--- config.mk ---
export PLATFORM = sky130hd
export DESIGN_NAME = switch_slew_ramp
export DESIGN_NICKNAME = d
export VERILOG_FILES = /design/src/sv/ssr_pkg.sv /design/src/sv/switch_slew_ramp.sv
export SDC_FILE = /design/constraint.sdc
export NUM_CORES = 1
export LEC_CHECK = 0
export BUFFER_PORTS_ARGS = -buffer_cell sky130_fd_sc_hd__buf_2
export CAP_MARGIN = 30
export CORE_ASPECT_RATIO = 1.75
export CORE_MARGIN = 3
export CORE_UTILIZATION = 34
export DETAILED_ROUTE_END_ITERATION = 6
export SETUP_SLACK_MARGIN = 0.02
export SYNTH_ARGS = -nofsm -noshare
export SYNTH_HDL_FRONTEND = slang
export SYNTH_SLANG_ARGS = --single-unit
--- constraint.sdc ---
create_clock -name clk -period 8.3 [get_ports clk]
set_input_delay 0.415 -clock clk [delete_from_list [all_inputs] [get_ports clk]]
set_output_delay 0.415 -clock clk [all_outputs]
set_load 0.005 [all_outputs]
--- src/sv/ssr_pkg.sv ---
// Shared types and constants for the switch slew ramp block.
// No dependencies; imported by switch_slew_ramp and its checker.
package ssr_pkg;

	localparam int DUR_W = 14;
	localparam int VAL_W = 10;
	localparam int QUO_W = 10;
	localparam int REM_W = DUR_W + 1;
	localparam int CNT_W = 4;
	localparam int ADDR_W = 3;
	localparam int DATA_W = 32;

	localparam logic [CNT_W-1:0] DIV_LAST = CNT_W'(QUO_W - 1);

	localparam logic [VAL_W-1:0] VAL_ZERO = 10'h000;
	localparam logic [VAL_W-1:0] VAL_POS_FULL = 10'h100;
	localparam logic [VAL_W-1:0] VAL_NEG_FULL = 10'h300;
	localparam logic [VAL_W-1:0] VAL_OFFSET = 10'h100;

	localparam logic REG_RAMP_DURATION = 1'b0;

	typedef enum logic [1:0] {
		SW_DISCONNECTED = 2'd0,
		SW_DOWN = 2'd1,
		SW_CENTER = 2'd2,
		SW_UP = 2'd3
	} switch_t;

	typedef enum logic [1:0] {
		ST_IDLE,
		ST_CALC,
		ST_WAIT
	} state_t;

endpackage

--- src/sv/switch_slew_ramp.sv ---
// Slew-rate limited three-position switch to normalized analog value.
// Uses ssr_pkg; one shared restoring divider step under a small sequencer.
//
// channel | handshake                       | payload
// req     | req_valid / req_ready           | switch_state, now_ms
// rsp     | rsp_valid / rsp_ready           | value
// cfg     | psel, penable, pwrite, pready   | paddr, pwdata, prdata
//
// A ramping request: the accept edge moves the position, ten divider steps
// follow (one quotient bit each), then the wait state loads the output once
// the output register is free.
// Disconnected and snapping requests skip the divider and go straight to the wait state.
// A new request is taken once the previous one sits in the output register.
// Reset clears state, position, stamp and duration; position starts unset.
module switch_slew_ramp
	import ssr_pkg::*;
#(
	parameter int TIME_BITS = 16
) (
	input  logic              clk,
	input  logic              arst_n,
	input  logic              req_valid,
	output logic              req_ready,
	input  logic [1:0]        switch_state,
	input  logic [15:0]       now_ms,
	output logic              rsp_valid,
	input  logic              rsp_ready,
	output logic signed [VAL_W-1:0] value,
	input  logic              psel,
	input  logic              penable,
	input  logic              pwrite,
	input  logic [ADDR_W-1:0] paddr,
	input  logic [DATA_W-1:0] pwdata,
	output logic [DATA_W-1:0] prdata,
	output logic              pready
);

	localparam int WB = ((TIME_BITS > DUR_W) ? TIME_BITS : DUR_W) + 2;

	state_t state_q, state_d;

	logic [DUR_W-1:0]     duration_q;
	logic                 unset_q;
	logic [DUR_W-1:0]     position_q;
	logic [TIME_BITS-1:0] stamp_q;
	logic [REM_W-1:0]     rem_q;
	logic [QUO_W-1:0]     quo_q;
	logic [CNT_W-1:0]     cnt_q;
	logic [VAL_W-1:0]     res_q;
	logic                 rsp_valid_q;
	logic [VAL_W-1:0]     value_q;

	logic                 cfg_write;
	logic                 accept;
	logic                 load_out;
	logic                 div_done;
	switch_t              sw;
	logic [DUR_W-1:0]     target;
	logic [VAL_W-1:0]     snap_val;
	logic                 snap;
	logic [TIME_BITS-1:0] now_t;
	logic [TIME_BITS-1:0] delta;
	logic [WB-1:0]        pos_ext, tgt_ext, del_ext;
	logic [WB-1:0]        up_sum, dn_lim, dn_dif, moved_ext;
	logic [DUR_W-1:0]     moved;
	logic [REM_W-1:0]     dur_ext;
	logic                 qbit;
	logic [REM_W-1:0]     rem_sub;
	logic [REM_W-1:0]     rem_next;
	logic [QUO_W-1:0]     quo_next;

	assign pready = 1'b1;
	assign cfg_write = psel && penable && pwrite;
	assign prdata = (paddr[ADDR_W-1] == REG_RAMP_DURATION) ?
		DATA_W'(duration_q) : '0;

	// target and snap selection
	assign sw = switch_t'(switch_state);
	always_comb begin
		unique case (sw)
			SW_UP: begin
				target = duration_q;
				snap_val = VAL_POS_FULL;
			end
			SW_CENTER: begin
				target = duration_q >> 1;
				snap_val = VAL_ZERO;
			end
			SW_DOWN: begin
				target = '0;
				snap_val = VAL_NEG_FULL;
			end
			default: begin
				target = '0;
				snap_val = VAL_ZERO;
			end
		endcase
	end
	assign snap = (duration_q == '0) || unset_q;

	// slew step: move toward target by elapsed time, stop at target
	assign now_t = TIME_BITS'(now_ms);
	assign delta = now_t - stamp_q;
	assign pos_ext = WB'(position_q);
	assign tgt_ext = WB'(target);
	assign del_ext = WB'(delta);
	assign up_sum = pos_ext + del_ext;
	assign dn_lim = tgt_ext + del_ext;
	assign dn_dif = pos_ext - del_ext;
	always_comb begin
		priority if (pos_ext < tgt_ext) begin
			moved_ext = (up_sum > tgt_ext) ? tgt_ext : up_sum;
		end else if (pos_ext < dn_lim) begin
			moved_ext = tgt_ext;
		end else begin
			moved_ext = dn_dif;
		end
	end
	assign moved = moved_ext[DUR_W-1:0];

	// restoring divider step
	assign dur_ext = REM_W'(duration_q);
	assign qbit = rem_q >= dur_ext;
	assign rem_sub = qbit ? (rem_q - dur_ext) : rem_q;
	assign rem_next = {rem_sub[REM_W-2:0], 1'b0};
	assign quo_next = {quo_q[QUO_W-2:0], qbit};
	assign div_done = cnt_q == DIV_LAST;

	// next state
	always_comb begin
		state_d = state_q;
		unique case (state_q)
			ST_IDLE: begin
				if (req_valid) begin
					if (sw == SW_DISCONNECTED || snap) begin
						state_d = ST_WAIT;
					end else begin
						state_d = ST_CALC;
					end
				end
			end
			ST_CALC: begin
				if (div_done) begin
					state_d = ST_WAIT;
				end
			end
			ST_WAIT: begin
				if (!rsp_valid_q || rsp_ready) begin
					state_d = ST_IDLE;
				end
			end
			default: state_d = ST_IDLE;
		endcase
	end

	// sequencer outputs
	always_comb begin
		req_ready = state_q == ST_IDLE;
		load_out = (state_q == ST_WAIT) && (!rsp_valid_q || rsp_ready);
	end
	assign accept = req_valid && req_ready;

	always_ff @(posedge clk or negedge arst_n) begin
		if (!arst_n) begin
			state_q <= ST_IDLE;
		end else begin
			state_q <= state_d;
		end
	end

	always_ff @(posedge clk or negedge arst_n) begin
		if (!arst_n) begin
			duration_q <= '0;
			unset_q <= 1'b1;
			position_q <= '0;
			stamp_q <= '0;
			rsp_valid_q <= 1'b0;
			cnt_q <= '0;
		end else begin
			if (cfg_write && paddr[ADDR_W-1] == REG_RAMP_DURATION) begin
				duration_q <= pwdata[DUR_W-1:0];
				unset_q <= 1'b1;
			end
			if (accept && sw != SW_DISCONNECTED) begin
				if (snap) begin
					position_q <= target;
					unset_q <= 1'b0;
				end else begin
					position_q <= moved;
					stamp_q <= now_t;
				end
			end
			if (accept) begin
				cnt_q <= '0;
			end else if (state_q == ST_CALC) begin
				cnt_q <= cnt_q + 1'b1;
			end
			if (load_out) begin
				rsp_valid_q <= 1'b1;
			end else if (rsp_ready) begin
				rsp_valid_q <= 1'b0;
			end
		end
	end

	always_ff @(posedge clk) begin
		if (accept) begin
			rem_q <= REM_W'(moved);
			quo_q <= '0;
			res_q <= (sw == SW_DISCONNECTED) ? VAL_ZERO : snap_val;
		end else if (state_q == ST_CALC) begin
			rem_q <= rem_next;
			quo_q <= quo_next;
			if (div_done) begin
				res_q <= VAL_W'(quo_next) - VAL_OFFSET;
			end
		end
		if (load_out) begin
			value_q <= res_q;
		end
	end

	assign rsp_valid = rsp_valid_q;
	assign value = value_q;

endmodule

==> impl_metrics.env <==
export IMPL_avgSynthCellArea_sq_um=8.77
export IMPL_cts_resized=0
export IMPL_ys_ff_latch=96
export IMPL_fin_crit_sh_pct=80.8
export IMPL_vias_per_cell=5.36
export IMPL_wl_per_cell_um=16.8
export IMPL_yosysSeqAreaShare_pct=29.2
export IMPL_clk_path_buf_depth=2
export IMPL_clock_latency_ns=0.36
export IMPL_synth_top_area_cell="ha_1"
export IMPL_synth_common_cells="ha_1 (113), inv_1 (86), nand2_1 (78)"
export IMPL_cts_setup_buffers=0
export IMPL_antenna_found_initial=0
export IMPL_portBuffers=65
export IMPL_start_util_pct=34.8
export IMPL_cts_made_buffers=9
export IMPL_grt_max_degree=53
export IMPL_drtAntennaViolNets=0
export IMPL_outcome="complete, no violations"
export IMPL_timing_setup_tns_ns=0
export IMPL_syn_inst=984
export IMPL_max_slew_margin_pct=40.0
export IMPL_fin_worst_skew_ns=0.00770
export IMPL_period_minus_slack_ns=6.71
export IMPL_yosys_warnings=0
export IMPL_routed_via_count=7249
export IMPL_synthDistinctLibCells=72
export IMPL_n_antenna_cell=0
export IMPL_worstPathArrival_ns=6.83
export IMPL_hold_path_class="input port to asynchronous set/reset pin"
export IMPL_die_area_sq_um=27400
export IMPL_first_global_vias=7564
export IMPL_clock_root_buffer="clkbuf_16"
export IMPL_gp_congestion=0.831
export IMPL_num_io_pins=105
export IMPL_hold_violations=0
export IMPL_finalNetCount=1214
export IMPL_grt_pass1_wl_um=37200
export IMPL_required_ns=8.41
export IMPL_clock_fmax_mhz=149
export IMPL_worstSetupEndpointType="flip-flop"
export IMPL_critPathMaxFanout=17
export IMPL_cap_violations=0
export IMPL_num_rows=76
export IMPL_cts_tree="yes"
export IMPL_grt_ovfl_total=0
export IMPL_dp_hpwl_um=18500
export IMPL_drc=0
export IMPL_postCtsHoldBufs=0
export IMPL_setup_viol_count_final=0
export IMPL_track_usage_pct=17.0
export IMPL_drtIter0Drc=349
export IMPL_cts_num_sinks=96
export IMPL_rsz0062_at_grt="no"
export IMPL_nFillCells=2572
export IMPL_post_synth_top_count_cell="ha_1"
export IMPL_layout_drive_gt1_share_pct=12.0
export IMPL_async_reset_ff_share_pct=54.2
export IMPL_syn_to_final_growth_pct=10.7
export IMPL_core_sq_um=24800
export IMPL_synth_top_area_share_pct=16.4
export IMPL_die_y_um=217
export IMPL_tightest_slew_ns=0.895
export IMPL_r2r_slack_ns=1.59
export IMPL_path_class="flip-flop to flip-flop"
export IMPL_routed_wl_um=22800
export IMPL_startpoint_type="flip-flop"
export IMPL_drv_slew=0
export IMPL_ys_top_cells_by_area="ha_1 (16%), dfrtp_1 (15%), edfxtp_1 (12%)"
export IMPL_fin_util_pct=38.5
export IMPL_synth_flop_cell="dfrtp_1"
export IMPL_die_x_um=126
export IMPL_clkTransAtPathRegs_ns=0.08
export IMPL_first_pass_iters=5
export IMPL_cts_htree_levels=3
export IMPL_syn_area_sq_um=8630
export IMPL_synth_edf_count=34
## cells in the final DEF, fill, tap and decap left out, types with 12 or more instances in the layout
master	n
xor2_1	23
a211oi_1	20
inv_1	86
nand3_1	16
xnor2_1	35
dfrtp_1	51
nand2_1	78
buf_2	65
mux2_2	15
ha_1	113
conb_1	19
a21o_1	29
mux2i_1	12
nor2b_1	23
nor3_1	20
nor2_1	59
edfxtp_1	34
nand2b_1	16
o21ai_0	50
a21oi_1	67
## worst paths after layout
path                            start             to  cells past startpoint
min in group clk           now_ms[13]    stamp_q[13]                      3
hold / removal                 arst_n    stamp_q[14]                      2
setup / recovery           stamp_q[0]       rem_q[0]                     24
hold reg to reg              res_q[8]       value[8]                      0
max in group asynchronous      arst_n  position_q[4]                      2
setup reg to reg           stamp_q[0]       rem_q[0]                     24
## stage by stage
stage               std cells  hold slack, ns  cell area, sq um  worst slack [ns]
floorplan                1001           0.119              8690              2.29
global placement         1336           0.402              9210              1.37
detailed placement       1337           0.405              9240              1.38
CTS                      1353           0.211              9550              1.58
global route             1353           0.233              9550             0.960
finish                   1353           0.180              9550              1.59
## cell type report
cell class | instances | area (sq um) | share of cell area [%]
clock buffer | 9 | 225 | 2.36
clock inverter | 7 | 87.6 | 0.917
inverter | 86 | 323 | 3.38
multi-input combinational | 766 | 5560 | 58.3
sequential | 96 | 2520 | 26.4
tap | 312 | 390 | 4.09
timing repair buffer | 77 | 435 | 4.56
## state kept, by name (all words and copies together), names as in the netlist
register / cells
rem_q: 15
quo_q: 9
cnt_q: 4
rsp_valid: 1
position_q: 14
state_q: 2
res_q: 10
value: 10
unset_q: 1
stamp_q: 16
duration_q: 14
## kinds of logic after synthesis
family	share of synthesized area, %
compound gates	22.1
simple gates	14.8
buf+inv	7.02
fa+ha+maj	17.5
flops	29.2
xor+xnor	5.89
mux	3.35
other cells	0.0870
## per-layer routing
layer  track usage [%]  vias up  wire (um)
met5                 0        -          0
met4              8.27        0       1090
met3              1.94       55        611
met2              33.9      137      12800
met1              16.8     3451       8310
li1                  -     3606          -
## critical path, cell delays in order, from the launching register on
cell and delay, ns:
dfrtp_1 0.35, ha_1 0.17, inv_1 0.05, fa_1 0.41, a21o_1 0.23, a21oi_1 0.18, xnor2_1 0.20, ha_1 0.40
a2111oi_0 0.77, o21ai_0 0.24, nand2_1 0.18, o21ai_0 0.15, a21o_1 0.22, a21oi_1 0.18, xnor2_1 0.17, ha_1 0.26
and3_1 0.16, a221o_1 0.32, o22ai_1 0.26, or4b_1 0.56, a21oi_2 0.14, buf_4 0.27, nor2_2 0.16, a221oi_1 0.37
nor2_1 0.07
Power is not shown: default switching activity piles up to over one toggle a cycle in this logic, so the estimate is an artifact.
